File: config.mk
export PLATFORM = sky130hd
export DESIGN_NAME = four_band_biquad_eq_cascade_flat
export DESIGN_NICKNAME = d
export VERILOG_FILES = /design/src/rtl/fbeq_pkg.sv /design/src/rtl/fbeq_if.sv /design/src/rtl/fbeq_ram.sv /design/src/rtl/fbeq_mac.sv /design/src/rtl/fbeq_ctrl.sv /design/src/rtl/four_band_biquad_eq_cascade.sv /design/src/flat_wrapper.sv
export SDC_FILE = /design/constraint.sdc
export NUM_CORES = 2
export LEC_CHECK = 0
export BUFFER_PORTS_ARGS = -buffer_cell sky130_fd_sc_hd__buf_2
export CAP_MARGIN = 40
export CORE_MARGIN = 2
export CORE_UTILIZATION = 43
export DETAILED_ROUTE_END_ITERATION = 6
export GPL_TIMING_DRIVEN = 0
export PLACE_DENSITY = 0.63
export SKIP_CTS_REPAIR_TIMING = 1
export SLEW_MARGIN = 5
export SYNTH_ARGS = -nofsm -noshare
export SYNTH_HDL_FRONTEND = slang
export SYNTH_SLANG_ARGS = --single-unit
File: constraint.sdc
create_clock -name clk -period 12.5 [get_ports clk]
set_clock_uncertainty 0.15 [all_clocks]
set_input_delay 1.875 -clock clk [delete_from_list [all_inputs] [get_ports clk]]
set_output_delay 1.875 -clock clk [all_outputs]
set_load 0.01 [all_outputs]
File: src/rtl/fbeq_pkg.sv
// Shared constants, types and state codes for the four-band biquad equalizer.
`timescale 1ns / 1ps
package fbeq_pkg;

  // Default structural parameters
  localparam int NUM_STAGES     = 4;
  localparam int SAMPLE_BITS    = 24;
  localparam int COEF_FRAC_BITS = 26;

  // Fixed field and word widths
  localparam int GAIN_FRAC_BITS = 22;
  localparam int OPCODE_W       = 2;
  localparam int COEF_INDEX_W   = 5;
  localparam int COEF_W         = 32;
  localparam int HIST_W         = 32;
  localparam int GAIN_W         = 24;
  localparam int BYPASS_W       = 4;
  localparam int CFG_INDEX_W    = 2;
  localparam int CFG_DATA_W     = 24;
  localparam int PROD_W         = 64;
  // five 64-bit products plus the rounding constant
  localparam int ACC_W          = 67;

  localparam int TAPS           = 5;
  localparam int HIST_PER_STAGE = 4;

  localparam logic [BYPASS_W-1:0] BYPASS_RESET = 4'hF;
  localparam logic [GAIN_W-1:0]   GAIN_RESET   = 24'd4194304;

  localparam logic signed [HIST_W-1:0] HIST_MAX = 32'sh7FFF_FFFF;
  localparam logic signed [HIST_W-1:0] HIST_MIN = 32'sh8000_0000;

  // Item opcodes
  localparam logic [OPCODE_W-1:0] OP_SAMPLE = 2'd0;
  localparam logic [OPCODE_W-1:0] OP_COEF   = 2'd1;
  localparam logic [OPCODE_W-1:0] OP_CLEAR  = 2'd2;

  // Configuration register indexes
  localparam logic [CFG_INDEX_W-1:0] CFG_BYPASS = 2'd0;
  localparam logic [CFG_INDEX_W-1:0] CFG_GAIN   = 2'd1;

  typedef enum logic [2:0] {
    ST_CLEAR,
    ST_IDLE,
    ST_CHECK,
    ST_MAC,
    ST_ROUND,
    ST_GAIN,
    ST_OUT
  } fbeq_state_t;

  typedef enum logic [1:0] {
    HSEL_ZERO,
    HSEL_HOLD,
    HSEL_X,
    HSEL_Y
  } fbeq_hsel_t;

  typedef struct packed {
    logic       load_x;
    logic       acc_init;
    logic       mul_en;
    logic       mul_x;
    logic       mul_gain;
    logic       acc_en;
    logic       acc_sub;
    logic       hold_en;
    logic       y_update;
    logic       out_load;
    fbeq_hsel_t hist_sel;
  } fbeq_dp_ctrl_t;

endpackage

File: src/rtl/fbeq_if.sv
// Handshake channel interfaces: input items, result items and configuration writes.
`timescale 1ns / 1ps
interface fbeq_in_if #(
  parameter int SAMPLE_BITS = fbeq_pkg::SAMPLE_BITS
);
  logic                                    valid;
  logic                                    ready;
  logic [fbeq_pkg::OPCODE_W-1:0]           opcode;
  logic signed [SAMPLE_BITS-1:0]           sample_in;
  logic [fbeq_pkg::COEF_INDEX_W-1:0]       coef_index;
  logic signed [fbeq_pkg::COEF_W-1:0]      coef_value;

  modport source (output valid, opcode, sample_in, coef_index, coef_value, input ready);
  modport sink   (input valid, opcode, sample_in, coef_index, coef_value, output ready);
endinterface

interface fbeq_out_if #(
  parameter int SAMPLE_BITS = fbeq_pkg::SAMPLE_BITS
);
  logic                          valid;
  logic                          ready;
  logic signed [SAMPLE_BITS-1:0] sample_out;
  logic                          clipped;

  modport source (output valid, sample_out, clipped, input ready);
  modport sink   (input valid, sample_out, clipped, output ready);
endinterface

interface fbeq_cfg_if;
  logic                               valid;
  logic                               ready;
  logic [fbeq_pkg::CFG_INDEX_W-1:0]   index;
  logic [fbeq_pkg::CFG_DATA_W-1:0]    data;

  modport source (output valid, index, data, input ready);
  modport sink   (input valid, index, data, output ready);
endinterface

File: src/rtl/fbeq_ram.sv
// Generic single-write, single-read RAM with registered read data.
`timescale 1ns / 1ps
module fbeq_ram #(
  parameter int WIDTH = 32,
  parameter int DEPTH = 16,
  localparam int AW   = (DEPTH > 1) ? $clog2(DEPTH) : 1
) (
  input  logic             clk,
  input  logic             we,
  input  logic [AW-1:0]    waddr,
  input  logic [WIDTH-1:0] wdata,
  input  logic [AW-1:0]    raddr,
  output logic [WIDTH-1:0] rdata
);

  logic [WIDTH-1:0] mem [DEPTH];

  always_ff @(posedge clk) begin
    if (we) begin
      mem[waddr] <= wdata;
    end
    rdata <= mem[raddr];
  end

endmodule

File: src/rtl/fbeq_mac.sv
// Shared multiply-accumulate datapath: stage value, rounding, saturation and output gain.
`timescale 1ns / 1ps
module fbeq_mac #(
  parameter int SAMPLE_BITS    = fbeq_pkg::SAMPLE_BITS,
  parameter int COEF_FRAC_BITS = fbeq_pkg::COEF_FRAC_BITS
) (
  input  logic                                  clk,
  input  fbeq_pkg::fbeq_dp_ctrl_t               ctl,
  input  logic signed [SAMPLE_BITS-1:0]         sample_in,
  input  logic [fbeq_pkg::GAIN_W-1:0]           gain,
  input  logic signed [fbeq_pkg::COEF_W-1:0]    coef_rdata,
  input  logic signed [fbeq_pkg::HIST_W-1:0]    hist_rdata,
  output logic signed [fbeq_pkg::HIST_W-1:0]    hist_wdata,
  output logic signed [SAMPLE_BITS-1:0]         sample_out,
  output logic                                  clipped
);

  localparam int HW  = fbeq_pkg::HIST_W;
  localparam int PW  = fbeq_pkg::PROD_W;
  localparam int AW  = fbeq_pkg::ACC_W;
  localparam int YQW = AW - COEF_FRAC_BITS;
  localparam int GF  = fbeq_pkg::GAIN_FRAC_BITS;
  localparam int RQW = PW - GF;

  logic signed [HW-1:0]  x;
  logic signed [HW-1:0]  hold;
  logic                  clip;
  logic signed [PW-1:0]  prod;
  logic signed [AW-1:0]  acc;

  logic signed [HW-1:0]  a_op;
  logic signed [HW-1:0]  b_op;

  logic signed [YQW-1:0] yq;
  logic                  y_ovf;
  logic signed [HW-1:0]  y_sat;

  logic signed [PW-1:0]  rsum;
  logic signed [RQW-1:0] rq;
  logic                  r_ovf;
  logic signed [SAMPLE_BITS-1:0] r_sat;

  always_comb begin
    a_op = (ctl.mul_x || ctl.mul_gain) ? x : hist_rdata;
    b_op = ctl.mul_gain ? signed'(HW'(gain)) : coef_rdata;
  end

  // Stage result: floor shift of the rounded sum, clamp to the history word
  always_comb begin
    yq    = acc[AW-1:COEF_FRAC_BITS];
    y_ovf = !((&yq[YQW-1:HW-1]) || (~|yq[YQW-1:HW-1]));
    if (y_ovf) begin
      y_sat = yq[YQW-1] ? fbeq_pkg::HIST_MIN : fbeq_pkg::HIST_MAX;
    end else begin
      y_sat = yq[HW-1:0];
    end
  end

  // Output: round half up after the gain product, clamp to the sample width
  always_comb begin
    rsum  = prod + (PW'(1) <<< (GF - 1));
    rq    = rsum[PW-1:GF];
    r_ovf = !((&rq[RQW-1:SAMPLE_BITS-1]) || (~|rq[RQW-1:SAMPLE_BITS-1]));
    if (r_ovf) begin
      r_sat = rq[RQW-1] ? {1'b1, {(SAMPLE_BITS-1){1'b0}}} : {1'b0, {(SAMPLE_BITS-1){1'b1}}};
    end else begin
      r_sat = rq[SAMPLE_BITS-1:0];
    end
  end

  always_comb begin
    unique case (ctl.hist_sel)
      fbeq_pkg::HSEL_ZERO: hist_wdata = '0;
      fbeq_pkg::HSEL_HOLD: hist_wdata = hold;
      fbeq_pkg::HSEL_X:    hist_wdata = x;
      fbeq_pkg::HSEL_Y:    hist_wdata = y_sat;
      default:             hist_wdata = '0;
    endcase
  end

  always_ff @(posedge clk) begin
    if (ctl.load_x) begin
      x    <= HW'(sample_in);
      clip <= 1'b0;
    end else if (ctl.y_update) begin
      x    <= y_sat;
      clip <= clip | y_ovf;
    end
    if (ctl.mul_en) begin
      prod <= a_op * b_op;
    end
    if (ctl.acc_init) begin
      acc <= AW'(1) <<< (COEF_FRAC_BITS - 1);
    end else if (ctl.acc_en) begin
      // feedback taps enter with a minus sign
      acc <= ctl.acc_sub ? acc - AW'(prod) : acc + AW'(prod);
    end
    if (ctl.hold_en) begin
      hold <= hist_rdata;
    end
    if (ctl.out_load) begin
      sample_out <= r_sat;
      clipped    <= clip | r_ovf;
    end
  end

endmodule

File: src/rtl/fbeq_ctrl.sv
// Sequencer: item intake, memory addressing, clearing sweep and MAC schedule.
`timescale 1ns / 1ps
module fbeq_ctrl #(
  parameter int NUM_STAGES = fbeq_pkg::NUM_STAGES,
  localparam int CDEPTH    = NUM_STAGES * fbeq_pkg::TAPS,
  localparam int HDEPTH    = NUM_STAGES * fbeq_pkg::HIST_PER_STAGE,
  localparam int CA_W      = $clog2(CDEPTH),
  localparam int HA_W      = $clog2(HDEPTH)
) (
  input  logic                                clk,
  input  logic                                rst,
  input  logic                                in_valid,
  output logic                                in_ready,
  input  logic [fbeq_pkg::OPCODE_W-1:0]       opcode,
  input  logic [fbeq_pkg::COEF_INDEX_W-1:0]   coef_index,
  input  logic signed [fbeq_pkg::COEF_W-1:0]  coef_value,
  input  logic [fbeq_pkg::BYPASS_W-1:0]       bypass_mask,
  input  logic                                out_ready,
  output logic                                out_valid,
  output fbeq_pkg::fbeq_dp_ctrl_t             ctl,
  output logic                                coef_we,
  output logic [CA_W-1:0]                     coef_waddr,
  output logic [fbeq_pkg::COEF_W-1:0]         coef_wdata,
  output logic [CA_W-1:0]                     coef_raddr,
  output logic                                hist_we,
  output logic [HA_W-1:0]                     hist_waddr,
  output logic [HA_W-1:0]                     hist_raddr
);

  localparam int PW = $clog2(NUM_STAGES + 1);
  localparam int SW = (NUM_STAGES > 1) ? $clog2(NUM_STAGES) : 1;

  fbeq_pkg::fbeq_state_t state, state_next;

  logic [PW-1:0]   pos;
  logic [2:0]      step;
  logic [CA_W-1:0] clr_cnt;

  logic            accept;
  logic            out_free;
  logic            bypassed;
  logic            pos_done;
  logic [1:0]      pos_lo;
  logic [SW-1:0]   stage;
  logic [CA_W-1:0] base_c;
  logic [HA_W-1:0] base_h;
  logic [2:0]      ctap;
  logic [2:0]      htap;

  assign in_ready = (state == fbeq_pkg::ST_IDLE);
  assign accept   = in_valid && in_ready;
  assign out_free = !out_valid || out_ready;
  assign pos_lo   = 2'(pos);
  assign bypassed = (32'(pos) < fbeq_pkg::BYPASS_W) && bypass_mask[pos_lo];
  assign pos_done = (pos == PW'(NUM_STAGES));

  // Processing order: first store stage, last store stage, then the middle ones
  always_comb begin
    if (pos == '0) begin
      stage = '0;
    end else if (pos == PW'(1)) begin
      stage = SW'(NUM_STAGES - 1);
    end else begin
      stage = SW'(pos - PW'(1));
    end
    base_c = CA_W'(CA_W'(stage) * CA_W'(fbeq_pkg::TAPS));
    base_h = HA_W'(HA_W'(stage) * HA_W'(fbeq_pkg::HIST_PER_STAGE));
    ctap   = (step < 3'd5) ? step : 3'd0;
    htap   = (step >= 3'd1 && step <= 3'd4) ? step - 3'd1 : 3'd0;
  end

  always_comb begin
    state_next = state;
    unique case (state)
      fbeq_pkg::ST_CLEAR: begin
        if (clr_cnt == CA_W'(CDEPTH - 1)) state_next = fbeq_pkg::ST_IDLE;
      end
      fbeq_pkg::ST_IDLE: begin
        if (accept) begin
          if (opcode == fbeq_pkg::OP_SAMPLE) begin
            state_next = fbeq_pkg::ST_CHECK;
          end else if (opcode == fbeq_pkg::OP_CLEAR) begin
            state_next = fbeq_pkg::ST_CLEAR;
          end
        end
      end
      fbeq_pkg::ST_CHECK: begin
        if (pos_done) begin
          state_next = fbeq_pkg::ST_GAIN;
        end else if (!bypassed) begin
          state_next = fbeq_pkg::ST_MAC;
        end
      end
      fbeq_pkg::ST_MAC: begin
        if (step == 3'd6) state_next = fbeq_pkg::ST_ROUND;
      end
      fbeq_pkg::ST_ROUND: state_next = fbeq_pkg::ST_CHECK;
      fbeq_pkg::ST_GAIN:  state_next = fbeq_pkg::ST_OUT;
      fbeq_pkg::ST_OUT: begin
        if (out_free) state_next = fbeq_pkg::ST_IDLE;
      end
      default: state_next = fbeq_pkg::ST_IDLE;
    endcase
  end

  always_comb begin
    ctl        = '0;
    ctl.hist_sel = fbeq_pkg::HSEL_ZERO;
    coef_we    = 1'b0;
    coef_waddr = clr_cnt;
    coef_wdata = '0;
    coef_raddr = base_c + CA_W'(ctap);
    hist_we    = 1'b0;
    hist_waddr = base_h;
    hist_raddr = base_h + HA_W'(htap);
    unique case (state)
      fbeq_pkg::ST_CLEAR: begin
        coef_we = 1'b1;
        if (clr_cnt < CA_W'(HDEPTH)) begin
          hist_we    = 1'b1;
          hist_waddr = HA_W'(clr_cnt);
        end
      end
      fbeq_pkg::ST_IDLE: begin
        ctl.load_x = accept && (opcode == fbeq_pkg::OP_SAMPLE);
        // drop writes beyond the store
        if (accept && opcode == fbeq_pkg::OP_COEF && 32'(coef_index) < CDEPTH) begin
          coef_we    = 1'b1;
          coef_waddr = CA_W'(coef_index);
          coef_wdata = coef_value;
        end
      end
      fbeq_pkg::ST_MAC: begin
        ctl.acc_init = (step == 3'd0);
        ctl.mul_en   = (step >= 3'd1) && (step <= 3'd5);
        ctl.mul_x    = (step == 3'd1);
        ctl.acc_en   = (step >= 3'd2);
        ctl.acc_sub  = (step >= 3'd5);
        ctl.hold_en  = (step == 3'd2) || (step == 3'd4);
        // shift history once each old word has been read
        if (step == 3'd3) begin
          hist_we      = 1'b1;
          hist_waddr   = base_h + HA_W'(1);
          ctl.hist_sel = fbeq_pkg::HSEL_HOLD;
        end else if (step == 3'd5) begin
          hist_we      = 1'b1;
          hist_waddr   = base_h + HA_W'(3);
          ctl.hist_sel = fbeq_pkg::HSEL_HOLD;
        end else if (step == 3'd6) begin
          hist_we      = 1'b1;
          hist_waddr   = base_h;
          ctl.hist_sel = fbeq_pkg::HSEL_X;
        end
      end
      fbeq_pkg::ST_ROUND: begin
        ctl.y_update = 1'b1;
        hist_we      = 1'b1;
        hist_waddr   = base_h + HA_W'(2);
        ctl.hist_sel = fbeq_pkg::HSEL_Y;
      end
      fbeq_pkg::ST_GAIN: begin
        ctl.mul_en   = 1'b1;
        ctl.mul_gain = 1'b1;
      end
      fbeq_pkg::ST_OUT: begin
        ctl.out_load = out_free;
      end
      default: begin
      end
    endcase
  end

  always_ff @(posedge clk) begin
    if (rst) begin
      state     <= fbeq_pkg::ST_CLEAR;
      clr_cnt   <= '0;
      pos       <= '0;
      step      <= '0;
      out_valid <= 1'b0;
    end else begin
      state <= state_next;
      if (state == fbeq_pkg::ST_CLEAR) begin
        clr_cnt <= clr_cnt + CA_W'(1);
      end else begin
        clr_cnt <= '0;
      end
      if (state == fbeq_pkg::ST_IDLE) begin
        pos <= '0;
      end else if ((state == fbeq_pkg::ST_CHECK && !pos_done && bypassed) ||
                   state == fbeq_pkg::ST_ROUND) begin
        pos <= pos + PW'(1);
      end
      if (state == fbeq_pkg::ST_MAC) begin
        step <= step + 3'd1;
      end else begin
        step <= '0;
      end
      if (ctl.out_load) begin
        out_valid <= 1'b1;
      end else if (out_ready) begin
        out_valid <= 1'b0;
      end
    end
  end

endmodule

File: src/rtl/four_band_biquad_eq_cascade.sv
// Top level of the four-band cascaded biquad equalizer.
//
// Mono fixed-point equalizer: each sample item runs through the stages of
// NUM_STAGES direct-form-1 biquads (low shelf, high shelf, peaks) that are
// not bypassed, and a master gain. Coefficients and filter history live in
// two synchronous RAMs; a single 32x32 multiplier with a 67-bit accumulator
// computes the five products of a stage in the MAC state, then the ROUND
// state rounds, saturates and writes the new output history word. The MAC
// schedule is set by the single read port of each RAM. A coefficient write
// or an ignored opcode leaves the block idle for the next item. After reset
// and after a clear item the block sweeps both RAMs to zero, during which no
// item is accepted; configuration writes are taken at any time. Results sit
// in an output register, so the next item is accepted while a result waits.
`timescale 1ns / 1ps
module four_band_biquad_eq_cascade #(
  parameter int NUM_STAGES     = fbeq_pkg::NUM_STAGES,
  parameter int SAMPLE_BITS    = fbeq_pkg::SAMPLE_BITS,
  parameter int COEF_FRAC_BITS = fbeq_pkg::COEF_FRAC_BITS
) (
  input  logic         clk,
  input  logic         rst,
  fbeq_in_if.sink      items,
  fbeq_out_if.source   results,
  fbeq_cfg_if.sink     cfg
);

  localparam int CDEPTH = NUM_STAGES * fbeq_pkg::TAPS;
  localparam int HDEPTH = NUM_STAGES * fbeq_pkg::HIST_PER_STAGE;
  localparam int CA_W   = $clog2(CDEPTH);
  localparam int HA_W   = $clog2(HDEPTH);

  logic [fbeq_pkg::BYPASS_W-1:0] bypass_mask;
  logic [fbeq_pkg::GAIN_W-1:0]   master_gain;

  fbeq_pkg::fbeq_dp_ctrl_t ctl;

  logic                              coef_we;
  logic [CA_W-1:0]                   coef_waddr;
  logic [fbeq_pkg::COEF_W-1:0]       coef_wdata;
  logic [CA_W-1:0]                   coef_raddr;
  logic [fbeq_pkg::COEF_W-1:0]       coef_rdata;
  logic                              hist_we;
  logic [HA_W-1:0]                   hist_waddr;
  logic [HA_W-1:0]                   hist_raddr;
  logic signed [fbeq_pkg::HIST_W-1:0] hist_wdata;
  logic [fbeq_pkg::HIST_W-1:0]       hist_rdata;

  assign cfg.ready = 1'b1;

  always_ff @(posedge clk) begin
    if (rst) begin
      bypass_mask <= fbeq_pkg::BYPASS_RESET;
      master_gain <= fbeq_pkg::GAIN_RESET;
    end else if (cfg.valid) begin
      unique case (cfg.index)
        fbeq_pkg::CFG_BYPASS: bypass_mask <= cfg.data[fbeq_pkg::BYPASS_W-1:0];
        fbeq_pkg::CFG_GAIN:   master_gain <= cfg.data[fbeq_pkg::GAIN_W-1:0];
        default: begin
        end
      endcase
    end
  end

  fbeq_ctrl #(
    .NUM_STAGES (NUM_STAGES)
  ) u_ctrl (
    .clk         (clk),
    .rst         (rst),
    .in_valid    (items.valid),
    .in_ready    (items.ready),
    .opcode      (items.opcode),
    .coef_index  (items.coef_index),
    .coef_value  (items.coef_value),
    .bypass_mask (bypass_mask),
    .out_ready   (results.ready),
    .out_valid   (results.valid),
    .ctl         (ctl),
    .coef_we     (coef_we),
    .coef_waddr  (coef_waddr),
    .coef_wdata  (coef_wdata),
    .coef_raddr  (coef_raddr),
    .hist_we     (hist_we),
    .hist_waddr  (hist_waddr),
    .hist_raddr  (hist_raddr)
  );

  fbeq_ram #(
    .WIDTH (fbeq_pkg::COEF_W),
    .DEPTH (CDEPTH)
  ) u_coef_ram (
    .clk   (clk),
    .we    (coef_we),
    .waddr (coef_waddr),
    .wdata (coef_wdata),
    .raddr (coef_raddr),
    .rdata (coef_rdata)
  );

  fbeq_ram #(
    .WIDTH (fbeq_pkg::HIST_W),
    .DEPTH (HDEPTH)
  ) u_hist_ram (
    .clk   (clk),
    .we    (hist_we),
    .waddr (hist_waddr),
    .wdata (hist_wdata),
    .raddr (hist_raddr),
    .rdata (hist_rdata)
  );

  fbeq_mac #(
    .SAMPLE_BITS    (SAMPLE_BITS),
    .COEF_FRAC_BITS (COEF_FRAC_BITS)
  ) u_mac (
    .clk        (clk),
    .ctl        (ctl),
    .sample_in  (items.sample_in),
    .gain       (master_gain),
    .coef_rdata (signed'(coef_rdata)),
    .hist_rdata (signed'(hist_rdata)),
    .hist_wdata (hist_wdata),
    .sample_out (results.sample_out),
    .clipped    (results.clipped)
  );

endmodule

File: src/flat_wrapper.sv
// flat-port wrapper written by rule: the top's interface ports become plain ports
module four_band_biquad_eq_cascade_flat 
#(
  parameter int NUM_STAGES     = fbeq_pkg::NUM_STAGES,
  parameter int SAMPLE_BITS    = fbeq_pkg::SAMPLE_BITS,
  parameter int COEF_FRAC_BITS = fbeq_pkg::COEF_FRAC_BITS
)
  (clk, rst, items_valid, items_opcode, items_sample_in, items_coef_index, items_coef_value, items_ready, results_valid, results_sample_out, results_clipped, results_ready, cfg_valid, cfg_index, cfg_data, cfg_ready);
  fbeq_in_if #(.SAMPLE_BITS(SAMPLE_BITS)) items_i ();
  fbeq_out_if #(.SAMPLE_BITS(SAMPLE_BITS)) results_i ();
  fbeq_cfg_if cfg_i ();
  input  logic clk;
  input  logic rst;
  input wire logic [$bits(items_i.valid)-1:0] items_valid;
  input wire logic [$bits(items_i.opcode)-1:0] items_opcode;
  input wire logic [$bits(items_i.sample_in)-1:0] items_sample_in;
  input wire logic [$bits(items_i.coef_index)-1:0] items_coef_index;
  input wire logic [$bits(items_i.coef_value)-1:0] items_coef_value;
  output wire logic [$bits(items_i.ready)-1:0] items_ready;
  output wire logic [$bits(results_i.valid)-1:0] results_valid;
  output wire logic [$bits(results_i.sample_out)-1:0] results_sample_out;
  output wire logic [$bits(results_i.clipped)-1:0] results_clipped;
  input wire logic [$bits(results_i.ready)-1:0] results_ready;
  input wire logic [$bits(cfg_i.valid)-1:0] cfg_valid;
  input wire logic [$bits(cfg_i.index)-1:0] cfg_index;
  input wire logic [$bits(cfg_i.data)-1:0] cfg_data;
  output wire logic [$bits(cfg_i.ready)-1:0] cfg_ready;
  assign items_i.valid = items_valid;
  assign items_i.opcode = items_opcode;
  assign items_i.sample_in = items_sample_in;
  assign items_i.coef_index = items_coef_index;
  assign items_i.coef_value = items_coef_value;
  assign items_ready = items_i.ready;
  assign results_valid = results_i.valid;
  assign results_sample_out = results_i.sample_out;
  assign results_clipped = results_i.clipped;
  assign results_i.ready = results_ready;
  assign cfg_i.valid = cfg_valid;
  assign cfg_i.index = cfg_index;
  assign cfg_i.data = cfg_data;
  assign cfg_ready = cfg_i.ready;
  four_band_biquad_eq_cascade #(.NUM_STAGES(NUM_STAGES), .SAMPLE_BITS(SAMPLE_BITS), .COEF_FRAC_BITS(COEF_FRAC_BITS)) u_core (.clk(clk), .rst(rst), .items(items_i), .results(results_i), .cfg(cfg_i));
endmodule
==> summary.md <==
| Metric | Value |
|---|---|
| Outcome | `complete, no violations` |
| Drt pass-1 iters | `6` |
| Post-synth net total | `9296` |
| GRT Resource Usage Total | `0.2917` |
| Clock Sinks | `1480` |
| Max Fclk | `84.30 MHz` |
| GP Congestion | `approximately 1.1` |
| Die width | `479.6 um` |
| Post-detail-place hpwl | `266200 um` |
| Async S/R FF share, synth | `0` |
| Hold Slack | `0.3025 ns` |
| RSZ-0062 raised after global routing | `no` |
| Pin count of the biggest net entering global routing | `32` |
| Max cap viols | `0` |
| Grt ovf | `0` |
| Num CTS Buffers | `151` |
| Worst-margin pin slew | `between 1 and 1.5 ns` |
| Hold path depth | `2` |
| Critical path data arrival time | `12.30 ns` |
| Worst Hold Class | `reg2reg` |
| Final wirelength | `332800 um` |
| Initial antenna violation count | `8` |
| Commonest non-fill, non-tap cell in the layout | `edfxtp_1` |
| Sequential fraction of the synthesis area | `0.4389` |
| Std-Cell Rows | `roughly 170` |
| Total core area | `224900 um^2` |
| Critical path's top delay family | `adder cells` |
| Final count of hold timing violations | `0` |
| Worst Hold End | `u_core.master_gain[4]` |
| DR DRC count | `0` |
| Clock Latency Late Sink | `around 0.84 ns` |
| Setup violators final | `0` |
| Worst Setup Start Kind | `flop` |
| CTS tree | `built` |
| Vias in the first global route | `between 60000 and 70000` |
| Final ANT Viol Nets | `0` |
| Post-synth EDFFs | `1305` |
| Root Buffer Master | `clkbuf_16` |
| # H-tree levels | `4` |
| Min-delay src | `u_core.master_gain[4]` |
| Mapped Area | `just under 100000 um^2` |
| Yosys warns | `0` |
| Ratio of cells with drive above 1 in the final layout | `0.1253` |
| Reg2reg start | `u_core.u_ctrl.step[1]` |
| Iteration-0 DRC Markers | `approximately 7000` |
| Max Slew Vio Count | `0` |
| Tcrit/Tclk final | `0.9490` |
| Routed via count | `65110` |
| Synth cell types | `89` |
| Top_reg_cell synth | `edfxtp_1` |
| NumNets Final | `9800` |
| Clock tree buffer depth | `3` |
| Critical Path Max Stage Delay | `between 0.8 and 0.9 ns` |
| Setup slack, reg-to-reg | `0.64 ns` |
| Mapped Cells | `roughly 7800` |
| Crit path top cell by count | `fa_1` |
| Most frequent cells in the layout | `edfxtp_1, fa_1, inv_1` |
| IO Port Bufs | `around 120` |
| Clock Pin Slew Worst Setup and Hold Paths | `approximately 0.06 ns` |
| Critical path required time | `12.94 ns` |
| Ports | `around 120` |
| FF-to-FF path depth | `34` |
| Crit Path Class | `reg2reg` |
| Worst setup EP type | `flop` |
| Slowest-stage cell, CP | `clkbuf_1` |
| Min cycle time layout | `11.86 ns` |
| Die Y-Extent | `479.6 um` |
| Initial Utilization | `0.4325` |
| Syn_area_per_cell | `12.40 um^2` |
| Vias/cell | `between 5 and 6` |
| Worst slew margin | `0.2756` |
| Syn-to-layout area delta | `13.23%` |
| Worst-path fanout max | `10` |
| Register bit total from synthesis | `~1500` |
| CP Buf/Inv Count | `8` |
| Worst r2r dst | `u_core.u_mac.prod[63]` |
| Die area | `~230000 um^2` |
| Wire per inst | `29.01 um` |
| First-pass GRT wire length | `480200 um` |
-- kinds of logic (layout without fill, tap and decap cells) --
| group | count (synthesis) | count (layout) | synth area share |
|---|---|---|---|
| AO/OA/AOI/OAI | 923 | 923 | 0.05852 |
| multiplexers | 465 | 465 | 0.08183 |
| AND/OR/NAND/NOR | 2000 | 2000 | 0.08741 |
| buffers and inverters | 1387 | 2018 | 0.05429 |
| XOR/XNOR | 230 | 230 | 0.02071 |
| adder cells (fa/ha/maj) | 1358 | 1358 | 0.2583 |
| flip-flops | 1480 | 1480 | 0.4389 |
| other | 1 | 6 | 0.00003855 |
-- final cells by class --
cell class	count	area [um^2]
Antenna cell	5	12.51
Buffer	396	1568
Clock buffer	193	3988
Clock inverter	87	1057
Fill cell	19740	114700
Inverter	991	3720
Multi-Input combinational cell	4977	49730
Sequential cell	1480	42690
Tap cell	2992	3744
Timing Repair Buffer	351	3640
-- registers in the layout, summed over array words and instances, names as in the netlist, 3 cells and up --
register                 flops
u_core.u_mac.prod           64
u_core.u_mac.acc            67
u_core.u_mac.sample_out     24
u_core.u_coef_ram.rdata     32
u_core.master_gain          24
u_core.u_ctrl.state          3
u_core.u_mac.x              32
u_core.u_hist_ram.mem      512
u_core.u_mac.hold           32
u_core.u_ctrl.step           3
u_core.u_ctrl.clr_cnt        5
u_core.u_ctrl.pos            3
u_core.u_hist_ram.rdata     32
u_core.bypass_mask           4
u_core.u_coef_ram.mem      640
-- worst max-delay path by stage --
stage                                 from  slack (ns)               endpoint  cells after the start
finish               u_core.u_ctrl.step[1]        0.64  u_core.u_mac.prod[63]                     34
global route        u_core.u_ctrl.state[1]        0.17  u_core.u_mac.prod[50]                     36
CTS                  u_core.u_ctrl.step[1]        0.28  u_core.u_mac.prod[63]                     35
detailed placement   u_core.u_ctrl.step[1]        0.31  u_core.u_mac.prod[61]                     34
global placement     u_core.u_ctrl.step[1]       -0.63  u_core.u_mac.prod[63]                     32
floorplan            u_core.u_ctrl.step[1]        2.71  u_core.u_mac.prod[61]                     33
-- stage by stage --
stage | instances | cell area (um^2) | setup TNS (ns) | setup WS [ns] | utilization
6_report | 11470 | 110100 | 0 | 0.6378 | 0.4898
5_1_grt | 11470 | 110100 | 0 | 0.1678 | 0.4897
4_1_cts | 11470 | 110100 | 0 | 0.2820 | 0.4897
3_5_place_dp | 11190 | 105100 | 0 | 0.3114 | 0.4672
3_3_place_gp | 10960 | 101600 | -5.033 | -0.6298 | 0.4518
2_1_floorplan | 7844 | 97280 | 0 | 2.714 | -
-- routing by layer --
metal / share of wire / vias to the layer above / global-route usage
li1: - / 27610 / -
met2: 0.45 / 3155 / 0.4513
met1: 0.41 / 33810 / 0.4021
met4: 0.049 / 4 / 0.1213
met3: 0.091 / 526 / 0.06008
met5: 0.000072 / - / 0
-- worst reg2reg max path: cells and delay by family (launching register included) --
| family | cells | cell delay, ns |
|---|---|---|
| multiplexers | 1 | 0.64 |
| AND/OR/NAND/NOR | 4 | 0.39 |
| AO/OA/AOI/OAI | 10 | 2.46 |
| buffers and inverters | 8 | 2.46 |
| XOR/XNOR | 1 | 0.21 |
| adder cells (fa/ha/maj) | 10 | 4.91 |
| flip-flops | 1 | 0.38 |
-- synth_stat cells (6+ instances only) --
cell / count / area [um^2]
nand3_1: 55 / 275.3
inv_1: 988 / 3709
o21a_1: 17 / 127.6
xor2_1: 100 / 875.8
fa_1: 1084 / 21700
o31ai_1: 17 / 127.6
clkbuf_2: 7 / 35.03
and3_1: 32 / 200.2
xnor2_1: 130 / 1139
clkbuf_1: 319 / 1197
a311oi_1: 6 / 52.55
nor3b_1: 12 / 90.09
a211oi_1: 18 / 135.1
o41ai_1: 6 / 52.55
dfxtp_1: 175 / 3503
mux4_2: 256 / 5766
nor4_1: 15 / 93.84
a21o_1: 69 / 518.0
o221ai_1: 34 / 297.8
buf_1: 40 / 150.1
edfxtp_1: 1305 / 39190
mux2_2: 80 / 900.9
a31oi_1: 59 / 369.1
buf_2: 23 / 115.1
ha_1: 274 / 3428
or2_2: 17 / 106.4
nor2_1: 778 / 2920
nor2b_1: 22 / 137.6
nand4_1: 35 / 219.0
a22oi_1: 33 / 247.7
o211ai_1: 48 / 360.4
mux2i_1: 127 / 1271
o21bai_1: 20 / 150.1
or3_1: 15 / 93.84
a21oi_1: 342 / 1712
and2_1: 54 / 337.8
o21ai_1: 27 / 135.1
nor3_1: 34 / 170.2
nand2b_1: 37 / 231.5
and4_1: 7 / 61.31
nand3b_1: 8 / 60.06
nand2_1: 851 / 3194
o22ai_1: 6 / 37.54
o21ai_0: 165 / 825.8
a211o_1: 8 / 70.07
Power is left out: the tool's default activity adds up to more than one toggle a clock period on the data nets, which glitch-free logic cannot reach.
